File: config.mk
export PLATFORM = sky130hd
export DESIGN_NAME = spb_csr
export DESIGN_NICKNAME = d
export VERILOG_FILES = /design/src/hdl/spb_pkg.sv /design/src/hdl/spb_csr.sv
export SDC_FILE = /design/constraint.sdc
export NUM_CORES = 1
export LEC_CHECK = 0
export BUFFER_PORTS_ARGS = -buffer_cell sky130_fd_sc_hd__buf_4
export CORE_ASPECT_RATIO = 1.5
export CORE_MARGIN = 10
export CORE_UTILIZATION = 40
export CTS_CLUSTER_SIZE = 40
export DETAILED_ROUTE_END_ITERATION = 8
export GPL_TIMING_DRIVEN = 0
export MAX_ROUTING_LAYER = met4
export PLACE_DENSITY = 0.65
export SYNTH_ARGS = -nofsm -noshare
export SYNTH_HDL_FRONTEND = slang
export SYNTH_SLANG_ARGS = --single-unit
File: constraint.sdc
create_clock -name clock -period 3.95 [get_ports clock]
set_input_delay 1.185 -clock clock [delete_from_list [all_inputs] [get_ports clock]]
set_output_delay 1.185 -clock clock [all_outputs]
set_load 0.05 [all_outputs]
File: src/hdl/spb_pkg.sv
// ----------------------------------------------------------------------------
// spb_pkg
// Shared types, reset values, register map and fixed-point helpers for the
// ballistic spark position unit.
// ----------------------------------------------------------------------------
`default_nettype none

package spb_pkg;

   localparam int unsigned FRAC_BITS_DEFAULT = 16;
   localparam int unsigned FX_W              = 32;
   localparam int unsigned LANES             = 4;
   localparam int unsigned ADDR_W            = 5;

   typedef logic signed [FX_W-1:0] fx_type;

   // lane order inside the position and velocity vectors
   localparam int unsigned LANE_X      = 0;
   localparam int unsigned LANE_Y      = 1;
   localparam int unsigned LANE_Z      = 2;
   localparam int unsigned LANE_BOUNCE = 3;

   typedef enum logic [2:0] {
      REG_DURATION     = 3'd0,
      REG_INITIAL      = 3'd1,
      REG_TERMINAL     = 3'd2,
      REG_HALF_SLOPE   = 3'd3,
      REG_HALF_GRAVITY = 3'd4
   } reg_index_type;

   localparam logic [30:0] DURATION_RESET = 31'd65536;
   localparam fx_type      SCALE_RESET    = 32'sd65536;
   localparam fx_type      ZERO_RESET     = 32'sd0;

   localparam fx_type FX_MAX = 32'sh7FFF_FFFF;
   localparam fx_type FX_MIN = 32'sh8000_0000;

   typedef struct packed {
      logic [30:0] duration;
      fx_type      initial_scale;
      fx_type      terminal_scale;
      fx_type      half_slope;
      fx_type      half_gravity;
   } cfg_type;

   typedef struct packed {
      fx_type [LANES-1:0] pos;
      fx_type [LANES-1:0] vel;
   } particle_type;

   typedef struct packed {
      particle_type part;
      fx_type       s;
      fx_type       g;
   } scaled_type;

   // clamp a 64-bit value to the signed 32-bit range
   function automatic fx_type sat64(input logic signed [63:0] v);
      fx_type r;
      if (&v[63:31] || ~|v[63:31]) begin
         r = v[31:0];
      end else if (v[63]) begin
         r = FX_MIN;
      end else begin
         r = FX_MAX;
      end
      return r;
   endfunction

   // clamp a 33-bit sum to the signed 32-bit range
   function automatic fx_type sat33(input logic [32:0] v);
      fx_type r;
      if (v[32] == v[31]) begin
         r = v[31:0];
      end else if (v[32]) begin
         r = FX_MIN;
      end else begin
         r = FX_MAX;
      end
      return r;
   endfunction

   // product, low fraction bits dropped (floor), saturated
   function automatic fx_type fmul(input fx_type a, input fx_type b,
                                   input int unsigned frac);
      logic signed [63:0] p;
      logic signed [63:0] q;
      p = a * b;
      q = p >>> frac;
      return sat64(q);
   endfunction

   function automatic fx_type fadd(input fx_type a, input fx_type b);
      logic [32:0] sum;
      sum = {a[FX_W-1], a} + {b[FX_W-1], b};
      return sat33(sum);
   endfunction

   function automatic fx_type fsub(input fx_type a, input fx_type b);
      logic [32:0] dif;
      dif = {a[FX_W-1], a} - {b[FX_W-1], b};
      return sat33(dif);
   endfunction

endpackage

`default_nettype wire

File: src/hdl/spb_csr.sv
// ----------------------------------------------------------------------------
// spb_csr
// Register bank behind the bus port: ramp duration, velocity scales,
// half slope and half gravity.
// ----------------------------------------------------------------------------
`default_nettype none

module spb_csr
   import spb_pkg::*;
(
   input  logic              clock,
   input  logic              reset,
   input  logic              psel,
   input  logic              penable,
   input  logic              pwrite,
   input  logic [ADDR_W-1:0] paddr,
   input  logic [31:0]       pwdata,
   output logic [31:0]       prdata,
   output cfg_type           cfg
);

   cfg_type       cfg_ff;
   cfg_type       cfg_in;
   reg_index_type index;

   assign index = reg_index_type'(paddr[ADDR_W-1:2]);

   always_comb begin
      cfg_in = cfg_ff;
      if (psel && penable && pwrite) begin
         unique case (index)
            REG_DURATION:     cfg_in.duration       = pwdata[30:0];
            REG_INITIAL:      cfg_in.initial_scale  = pwdata;
            REG_TERMINAL:     cfg_in.terminal_scale = pwdata;
            REG_HALF_SLOPE:   cfg_in.half_slope     = pwdata;
            REG_HALF_GRAVITY: cfg_in.half_gravity   = pwdata;
            default: ;
         endcase
      end
   end

   always_ff @(posedge clock) begin
      if (reset) begin
         cfg_ff.duration       <= DURATION_RESET;
         cfg_ff.initial_scale  <= SCALE_RESET;
         cfg_ff.terminal_scale <= SCALE_RESET;
         cfg_ff.half_slope     <= ZERO_RESET;
         cfg_ff.half_gravity   <= ZERO_RESET;
      end else begin
         cfg_ff <= cfg_in;
      end
   end

   always_comb begin
      unique case (index)
         REG_DURATION:     prdata = {1'b0, cfg_ff.duration};
         REG_INITIAL:      prdata = cfg_ff.initial_scale;
         REG_TERMINAL:     prdata = cfg_ff.terminal_scale;
         REG_HALF_SLOPE:   prdata = cfg_ff.half_slope;
         REG_HALF_GRAVITY: prdata = cfg_ff.half_gravity;
         default:          prdata = 32'd0;
      endcase
   end

   assign cfg = cfg_ff;

endmodule

`default_nettype wire

==> qor.csv, run 1 <==
stage,metric,value,unit
floorplanning,die_x,131.4,um
power,peakVddDrop,239.8,uV
synth,ys_warn_count,0,
clocking,cts-root-buf,clkbuf_16,
floorplanning,initial_core_util,0.4045,
sta,final.setup_skew,0,ns
floorplanning,dieArea,0.02457,mm2
flow_run,maxCapViolCount,0,
synth,synthesis.nets,759,
final_layout,fill_cells,1690,
clocking,clkTransAtPathRegs,0.06,ns
synth,yosysTopAreaCellShare,0.4279,
sta,clock.fmax,256.5,MHz
routing,viasPerCell,5.209,
sta,fin_crit,3.898,ns
critical_path,regToRegSetupSlack,3.26,ns
synth,yosysTopAreaCell,dfxtp_1,
sta,timing.hold.ws,0.4907,ns
sta,relSlewSlack,0.3717,
critical_path,reg2reg_to,cfg[142],
clocking,cts_tree,yes,
power,leakage,4.887,nW
clocking,cts_buffers,17,
global_route,grt.total_usage,0.2227,
routing,vias,6397,
critical_path,critPathRequiredTime,2.76,ns
routing,wl,27370,um
clocking,cts_sinks,159,
synth,synth_seq_area_share,0.4279,
sta,hold_viol,0,
critical_path,reg2regPathDepth,2,
final_layout,layout-drive-gt1-share,0.3719,
clocking,cts_setup_buffers,0,
critical_path,crit_chain,buf_4 -> clkbuf_4 -> nor2b_2 -> buf_2 -> a22oi_1 -> o22ai_2 -> buf_4,
global_route,grt_antenna_before_repair,0,
min_path,min_to,cfg[149],
critical_path,cp_slowest_cell,buf_2,
placed_design,placed_cell_area,0.009647,mm2
critical_path,critPathMaxStageDelay,0.32,ns
final_layout,largest_reg_flops,159,
floorplanning,io_pins,233,
placed_design,port-buffer-count,227,
power,total_power,0.003546,W
final_layout,syn2layout_area_growth,37.76,%
sta,rsz0062_at_grt,no,
routing,drc,0,
clocking,cts.path.max_buffers,2,
critical_path,start_kind,input port,
critical_path,cp_common_cell,buf_4,
floorplanning,num_rows,61,
sta,worst_slew_pin_slew,0.9425,ns
synth,syn_area_per_cell,10.38,um2
critical_path,cp.arrival,2.71,ns
clocking,holdBufCountCts,0,
min_path,hold_start,cfg[149],
min_path,hp-class,flop to flop,
floorplanning,core-area,0.01839,mm2
final_layout,multi_input_area,0.004114,mm2
global_route,grt_max_degree,17,
synth,synth_area_leaders,"dfxtp_1 43%, mux2i_1 22%, nand2b_1 16%",
final_layout,nets,1005,
sta,slew_viol_final,0,
synth,synth_seq_cells,159,
final_layout,final_common_cell,buf_4,
synth,yosys.cell_types.count,26,
placed_design,dp_hpwl,20050,um
global_route,grt.overflow.total,0,
global_route,grt_pass1_vias,6827,
routing,ant_nets,0,
clocking,clk_latency,0.42,ns
min_path,hold_depth,2,
clocking,htreeDepth,4,
power,p_per_area,346.0,mW/mm2
sta,finalSetupViolations,0,
final_layout,regArea,0.003183,mm2
global_route,grt_pass1_wl,41790,um
routing,first_iter_violations,369,
routing,drt-pass1-iter-count,5,
sta,timing.final.crit_share,0.9869,
outcome,status,completed,
final_layout,finalInstanceArea,0.01025,mm2
critical_path,cp_max_fo,10,
placed_design,place_congestion,0.7999,
synth,synthesis.area,0.007440,mm2
final_layout,diodes,0,
critical_path,path_class,input port to output pin,
critical_path,r2r_start,cfg[142],
final_layout,mostFrequentLayoutCells,"232 x buf_4, 188 x nand2b_1, 160 x mux2i_1, 159 x dfxtp_1, 61 x a22oi_1",
synth,synth_cells,717,
critical_path,worst_setup_path_end_kind,output pin,
routing,wl_per_cell,22.29,um
floorplanning,chipHeight,187.0,um
-- Yosys cell counts --
master and n:
a21oi_1 1, a22oi_1 61, and2_1 1, and3_1 1, and3b_1 2, and4b_1 1
buf_1 4, buf_2 13, buf_4 3, buf_6 9, clkbuf_1 35, dfxtp_1 159
mux2_2 31, mux2i_1 160, nand2_1 1, nand2_2 1, nand2b_1 188, nand3_1 2
nand3_2 1, nand3b_1 2, nor2_1 4, nor2_2 1, nor2b_1 3, o21a_1 1
o21ai_0 1, o22ai_1 31
-- critical path: cells and delay by family --
family | cells | cell delay (ns)
AND/OR/NAND/NOR | 1 | 0.26
AO/OA/AOI/OAI | 2 | 0.36
buffers and inverters | 4 | 0.91
-- cells by family (layout without fill, tap and decap cells) --
kind of cell    Yosys count  count (layout)  synth area share
flops                   159             159            0.4279
mux                     191             191            0.2622
buf+inv                  64             323           0.04507
compound gates           95              95           0.08998
simple gates            208             208            0.1749
-- layout make-up --
class,count,share of cell area
plain buffers,64,0.03577
multi-input cells,494,0.4014
repair buffers,227,0.1663
clock buffers,18,0.04188
clock inverters,14,0.01331
flip-flops and latches,159,0.3106
well taps,252,0.03077
-- stage by stage --
| step | setup TNS (ns) | worst slack [ns] | util | std cells |
|---|---|---|---|---|
| 3_3_place_gp | -8.504 | -0.3460 | 0.5245 | 1196 |
| 2_1_floorplan | 0 | 0.04952 | - | 717 |
| 5_1_grt | 0 | 0.004397 | 0.5572 | 1228 |
| 4_1_cts | 0 | 0.002434 | 0.5570 | 1228 |
| 6_report | 0 | 0.05188 | 0.5572 | 1228 |
| 3_5_place_dp | -8.735 | -0.3426 | 0.5245 | 1196 |
-- worst max path at each step --
stage	slack, ns	depth (start not counted)	to	from
final	0.05	7	prdata[2]	paddr[2]
after global routing	0.004	7	prdata[6]	paddr[2]
after CTS	0.002	7	prdata[15]	paddr[2]
after detailed placement	-0.34	7	prdata[13]	paddr[2]
after global placement	-0.35	7	prdata[15]	paddr[2]
after floorplan	0.05	5	prdata[21]	paddr[3]
-- where the power goes --
part	internal (W)	total [W]	switching, W
sequential	0.00161	0.00163	0.0000109
clock	0.000877	0.00159	0.000715
combinational	0.000119	0.000329	0.000210
total	0.00261	0.00355	0.000935
-- layer usage --
layer | share of wire | wire [um] | global-route usage | vias up
met4 | 0.028 | 768 | 0.08455 | 0
met3 | 0.056 | 1523 | 0.05081 | 41
met5 | 0 | 0 | - | -
met1 | 0.43 | 11680 | 0.2594 | 3097
met2 | 0.49 | 13400 | 0.3660 | 243
li1 | - | - | - | 3016
-- what timing repair did --
action | 4_1_cts | 5_1_grt
resized for setup | 18 | 5
endpoints found under the setup margin | 31 | 26
gates cloned | 0 | 0
Note: power is estimated with default switching activity, not from simulation.
==> inputs of run 2 (changes only) <==
Settings changed: CTS_BUF_LIST set to sky130_fd_sc_hd__clkbuf_8.
==> run 2 against run 1 <==
Power shrank 12%. Cell count is the same. Clock skew unchanged. Clock-buffer cell count down 1. Critical path depth unchanged. Worst hold slack gained 0.0036 ns. Via count fell by 0.84%. Sequential cell count did not move. Global-route usage about the same. Critical path type unchanged. Largest cell class unchanged.
==> qor.csv, run 2 (same netlist as run 1, synthesis figures left out) <==
stage,metric,value,unit,change
outcome,status,completed,,
final_layout,largest_reg_flops,159,,unchanged
power,p_int,0.002236,W,-14%
sta,fin_crit,3.888,ns,-0.009693 ns
routing,drt-pass1-iter-count,5,,unchanged
final_layout,regArea,0.003183,mm2,unchanged
sta,rsz0062_at_grt,no,,
clocking,clkTransAtPathRegs,0.09,ns,+0.03 ns
global_route,grt_pass1_wl,41830,um,about the same
floorplanning,die_x,131.4,um,unchanged
floorplanning,core-area,0.01839,mm2,unchanged
final_layout,final_common_cell,buf_4,,
clocking,cts.path.max_buffers,2,,unchanged
floorplanning,num_rows,61,,unchanged
placed_design,placed_cell_area,0.009647,mm2,unchanged
critical_path,reg2reg_to,cfg[0],,
final_layout,fin_util,0.5468,,-0.01041
final_layout,layout-drive-gt1-share,0.3719,,unchanged
min_path,hold_start,cfg[124],,
power,power_frac_seq,0.521,,+0.063
sta,worst_slew_pin_slew,0.9302,ns,-0.01226 ns
routing,drc,0,,unchanged
floorplanning,io_pins,233,,unchanged
min_path,min_to,cfg[124],,
floorplanning,initial_core_util,0.4045,,unchanged
flow_run,maxCapViolCount,0,,unchanged
power,peakVddDrop,175.7,uV,-27%
clocking,cts_tree,yes,,
power,pwr-share-clk,0.374,,-0.075
critical_path,reg2regPathDepth,2,,unchanged
min_path,hold_depth,2,,unchanged
routing,wl,27350,um,about the same
sta,slew_viol_final,0,,unchanged
clocking,clk_latency,0.46,ns,+0.04 ns
routing,wl_per_cell,22.27,um,about the same
global_route,grt.total_usage,0.2231,,+0.0003587
sta,final.setup_skew,0,ns,unchanged
critical_path,path_class,input port to output pin,,
placed_design,dp_hpwl,20050,um,unchanged
critical_path,cp_max_fo,10,,unchanged
final_layout,mostFrequentLayoutCells,"232 x buf_4, 188 x nand2b_1, 160 x mux2i_1, 159 x dfxtp_1, 61 x a22oi_1",,
sta,fin_ws,0.06158,ns,+0.009693 ns
critical_path,start_kind,input port,,
power,total_power,0.003120,W,-12%
critical_path,regToRegSetupSlack,3.25,ns,about the same
routing,vias,6343,,-0.84%
sta,timing.final.crit_share,0.9844,,-0.002454
placed_design,port-buffer-count,227,,unchanged
global_route,grt_antenna_before_repair,0,,unchanged
placed_design,dpl_worst_slack,-0.3426,ns,unchanged
power,p_per_area,310.3,mW/mm2,-10%
routing,first_iter_violations,375,,+1.6%
final_layout,diodes,0,,unchanged
clocking,cts-root-buf,clkbuf_8,,
global_route,grt_pass1_vias,6808,,-0.28%
critical_path,critPathRequiredTime,2.76,ns,about the same
power,switching_power,0.0008838,W,-5.5%
clocking,htreeDepth,4,,unchanged
floorplanning,dieArea,0.02457,mm2,unchanged
final_layout,multi_input_area,0.004114,mm2,unchanged
critical_path,r2r_start,cfg[0],,
sta,clock.fmax,257.2,MHz,+0.25%
routing,ant_nets,0,,unchanged
power,leakage,4.804,nW,-1.7%
sta,finalSetupViolations,0,,unchanged
final_layout,nets,1005,,unchanged
critical_path,worst_setup_path_end_kind,output pin,,
placed_design,place_congestion,0.7999,,unchanged
global_route,grt.overflow.total,0,,unchanged
critical_path,cp.arrival,2.70,ns,about the same
final_layout,syn2layout_area_growth,35.18,%,
final_layout,fill_cells,1709,,+1.1%
sta,hold_viol,0,,unchanged
routing,viasPerCell,5.165,,-0.84%
final_layout,finalInstanceArea,0.01006,mm2,-1.9%
clocking,cts_buffers,17,,unchanged
min_path,hp-class,flop to flop,,
clocking,cts_sinks,159,,unchanged
power,swShare,0.2832,,+0.01944
sta,relSlewSlack,0.3798,,+0.008174
global_route,grt_max_degree,17,,unchanged
power,combPwrFrac,0.105,,+0.012
floorplanning,chipHeight,187.0,um,unchanged
==> run 2: changes by cell type in the layout (fill, tap and decap cells not counted), sizes merged <==
cell    change
clkbuf      -1
inv         +1
==> run 2: layout make-up <==
type	count	share of cell area
clock buffers	17	0.02326
plain buffers	64	0.03645
flip-flops and latches	159	0.3165
clock inverters	15	0.01393
multi-input cells	494	0.4091
repair buffers	227	0.1694
well taps	252	0.03135
==> run 2: worst max path at each step <==
stage | from | end | slack (ns) | cells past startpoint
6_report | paddr[2] | prdata[2] | 0.06 | 7
5_1_grt | paddr[2] | prdata[6] | 0.004 | 7
4_1_cts | paddr[2] | prdata[15] | 0.002 | 7
3_5_place_dp | paddr[2] | prdata[13] | -0.34 | 7
3_3_place_gp | paddr[2] | prdata[15] | -0.35 | 7
2_1_floorplan | paddr[3] | prdata[21] | 0.05 | 5
==> run 2: worst max-delay path: stages <==
cell	delay, ns
buf_4	0.13
clkbuf_4	0.21
nor2b_2	0.25
buf_2	0.32
a22oi_1	0.15
o22ai_2	0.21
buf_4	0.25
==> run 2: power groups by stage <==
| stage | logic [W] | clock network, W | registers, W |
|---|---|---|---|
| 2_1_floorplan | 0.000158 | 0 | 0.00170 |
| 4_1_cts | 0.000330 | 0.00120 | 0.00162 |
| 5_1_grt | 0.000347 | 0.00126 | 0.00163 |
| 3_3_place_gp | 0.000327 | 0 | 0.00166 |
| 3_5_place_dp | 0.000326 | 0 | 0.00166 |
| 6_report | 0.000328 | 0.00117 | 0.00162 |
==> run 2: timing repair <==
item                                    4_1_cts  5_1_grt
hold buffers                                  0        0
buffers inserted                              0        0
pin swaps                                     0        0
endpoints found under the setup margin       31       25
gates resized for setup                      18        5
==> run 2: through the flow <==
step                      std cells  hold slack, ns  TNS [ns]
final                          1228          0.4943         0
after global routing           1228          0.5227         0
after CTS                      1228          0.4953         0
after detailed placement       1196          0.4791    -8.735
after global placement         1196          0.4735    -8.504
after floorplan                 717          0.7033         0
==> run 2: per-layer routing <==
metal,routed length [um],GRT usage,vias up,share of wire
met4,698,0.08197,0,0.026
met3,1344,0.05242,39,0.049
met1,11850,0.2597,3059,0.43
met2,13460,0.3668,234,0.49
met5,0,-,-,0
li1,-,-,3011,-
==> inputs of run 3 (changes only) <==
Settings changed: CORE_MARGIN 10 to 8, GPL_TIMING_DRIVEN 0 to not set.
==> run 3 against run 2 <==
Critical path depth decreased by 1. Sequential cell count unchanged. Sequential share of layout area increased by 0.11 points. Global-route usage decreased by 1.6 points. Worst hold slack about the same.
==> qor.csv, run 3 (same netlist as run 1, synthesis figures left out) <==
stage,metric,value,unit,change
outcome,status,completed,,
floorplanning,io_pins,233,,unchanged
clocking,holdBufCountCts,0,,unchanged
sta,hold_viol,0,,unchanged
final_layout,largest_reg_flops,159,,unchanged
global_route,grt_antenna_before_repair,0,,unchanged
routing,first_iter_violations,281,,-25%
sta,finalSetupTns,0,ns,unchanged
clocking,clk_latency,0.45,ns,about the same
routing,drt-pass1-iter-count,4,,-1
final_layout,nets,972,,-3.3%
final_layout,mostFrequentLayoutCells,"251 x buf_4, 188 x nand2b_1, 160 x mux2i_1, 159 x dfxtp_1, 61 x a22oi_1",,
critical_path,critPathRequiredTime,2.76,ns,about the same
placed_design,place_congestion,0.7378,,-7.8%
power,total_power,0.003076,W,-1.4%
critical_path,path_class,input port to output pin,,
final_layout,final_cells,1195,,-2.7%
clocking,cts_sinks,159,,unchanged
placed_design,dp_hpwl,16650,um,-17%
sta,final.setup_skew,0,ns,unchanged
clocking,cts_setup_buffers,0,,unchanged
min_path,hp-class,flop to flop,,
flow_run,maxCapViolCount,0,,unchanged
critical_path,r2r_start,cfg[71],,
sta,fin_crit,3.729,ns,-0.1594 ns
routing,drc,0,,unchanged
routing,vias,6090,,-4.0%
power,p_int,0.002217,W,-0.86%
critical_path,start_kind,input port,,
power,combPwrFrac,0.104,,about the same
power,power_frac_seq,0.528,,+0.007
clocking,cts_buffers,17,,unchanged
floorplanning,dieArea,0.02331,mm2,-5.1%
final_layout,fin_util,0.5448,,-0.001973
sta,worst_slew_pin_slew,0.6736,ns,-0.2566 ns
final_layout,layout-drive-gt1-share,0.3786,,+0.006653
critical_path,cp-startpoint,paddr[2],,
sta,timing.final.crit_share,0.9441,,-0.04035
clocking,cts.path.max_buffers,2,,unchanged
clocking,htreeDepth,4,,unchanged
power,pwr-share-clk,0.368,,-0.006
routing,viasPerCell,5.096,,-1.3%
power,swShare,0.2792,,-0.004027
critical_path,reg2regPathDepth,2,,unchanged
sta,rsz0062_at_grt,no,,
floorplanning,chipHeight,183.0,um,-2.1%
routing,wl_per_cell,19.86,um,-11%
sta,slew_viol_final,0,,unchanged
sta,finalSetupViolations,0,,unchanged
placed_design,dp.cells,1163,,-2.8%
clocking,clkTransAtPathRegs,0.08,ns,about the same
critical_path,worst_setup_path_end_kind,output pin,,
placed_design,port-buffer-count,230,,+1.3%
clocking,post_cts_resize_count,0,,-18
sta,relSlewSlack,0.5509,,+0.1711
min_path,hold_depth,2,,unchanged
power,leakage,4.791,nW,-0.28%
floorplanning,core-area,0.01839,mm2,unchanged
global_route,grt.total_usage,0.2072,,-0.01587
power,switching_power,0.0008589,W,-2.8%
global_route,grt_pass1_wl,36600,um,-13%
power,peakVddDrop,153.9,uV,-12%
clocking,cts_tree,yes,,
floorplanning,num_rows,61,,unchanged
final_layout,final_common_cell,buf_4,,
critical_path,cp.arrival,2.54,ns,-0.16 ns
power,p_per_area,307.0,mW/mm2,-1.1%
final_layout,diodes,0,,unchanged
critical_path,cp_max_fo,14,,+4
routing,wl,23730,um,-13%
final_layout,syn2layout_area_growth,34.70,%,
min_path,hold_start,cfg[21],,
final_layout,fill_cells,1695,,-0.82%
clocking,cts-root-buf,clkbuf_8,,
sta,clock.fmax,268.2,MHz,+4.3%
floorplanning,initial_core_util,0.4045,,unchanged
global_route,grt_pass1_vias,6398,,-6.0%
global_route,grt_max_degree,72,,+55
routing,ant_nets,0,,unchanged
global_route,grt.overflow.total,0,,unchanged
floorplanning,die_x,127.4,um,-3.0%
-- run 3: changes by cell type in the layout (fill, tap and decap cells not counted), sizes merged --
cell           change
buf                +2
bufinv             -1
clkbuf            -32
clkdlybuf4s15      -1
clkinv             +1
clkinvlp           -2
-- run 3: path summary, 6_finish.rpt --
kind,end,slack [ns]
hold reg to reg,cfg[21],0.49
setup / recovery,prdata[30],0.22
hold / removal,cfg[21],0.49
setup reg to reg,cfg[71],3.27
-- run 3: area by class of cell --
cell class              instances  area (um2)  area share
flip-flops and latches        159        3183      0.3176
well taps                     252       315.3     0.03146
clock buffers                  19       261.5     0.02610
repair buffers                258        2024      0.2020
clock inverters                13       102.6     0.01024
multi-input cells             494        4134      0.4125
-- run 3: through the flow --
stage               hold WS (ns)  cell area (um2)  setup slack [ns]
floorplan                 0.7033             7627           0.04952
global placement          0.4747             9657            0.2125
detailed placement        0.4811             9657            0.2135
CTS                       0.4957            10020            0.2027
global route              0.5183            10020            0.1624
finish                    0.4947            10020            0.2210
-- run 3: power by group through the flow --
stage          sequential (W)  combinational [W]  clock, W
3_3_place_gp          0.00166           0.000320         0
6_report              0.00162           0.000319   0.00113
3_5_place_dp          0.00166           0.000320         0
4_1_cts               0.00162           0.000321   0.00116
2_1_floorplan         0.00170           0.000158         0
5_1_grt               0.00163           0.000336   0.00121
-- run 3: critical path, cell delays in order --
cell and delay [ns]:
buf_4 0.26, buf_12 0.20, mux2_2 0.34, a22oi_1 0.21
o22ai_2 0.12, buf_4 0.20
-- run 3: per-layer routing --
layer  GRT usage  share of wire  vias up
met5           -              0        -
met4     0.07549          0.022        0
met3     0.05407          0.053       32
met2      0.3479           0.50      180
met1      0.2324           0.42     2931
li1            -              -     2947
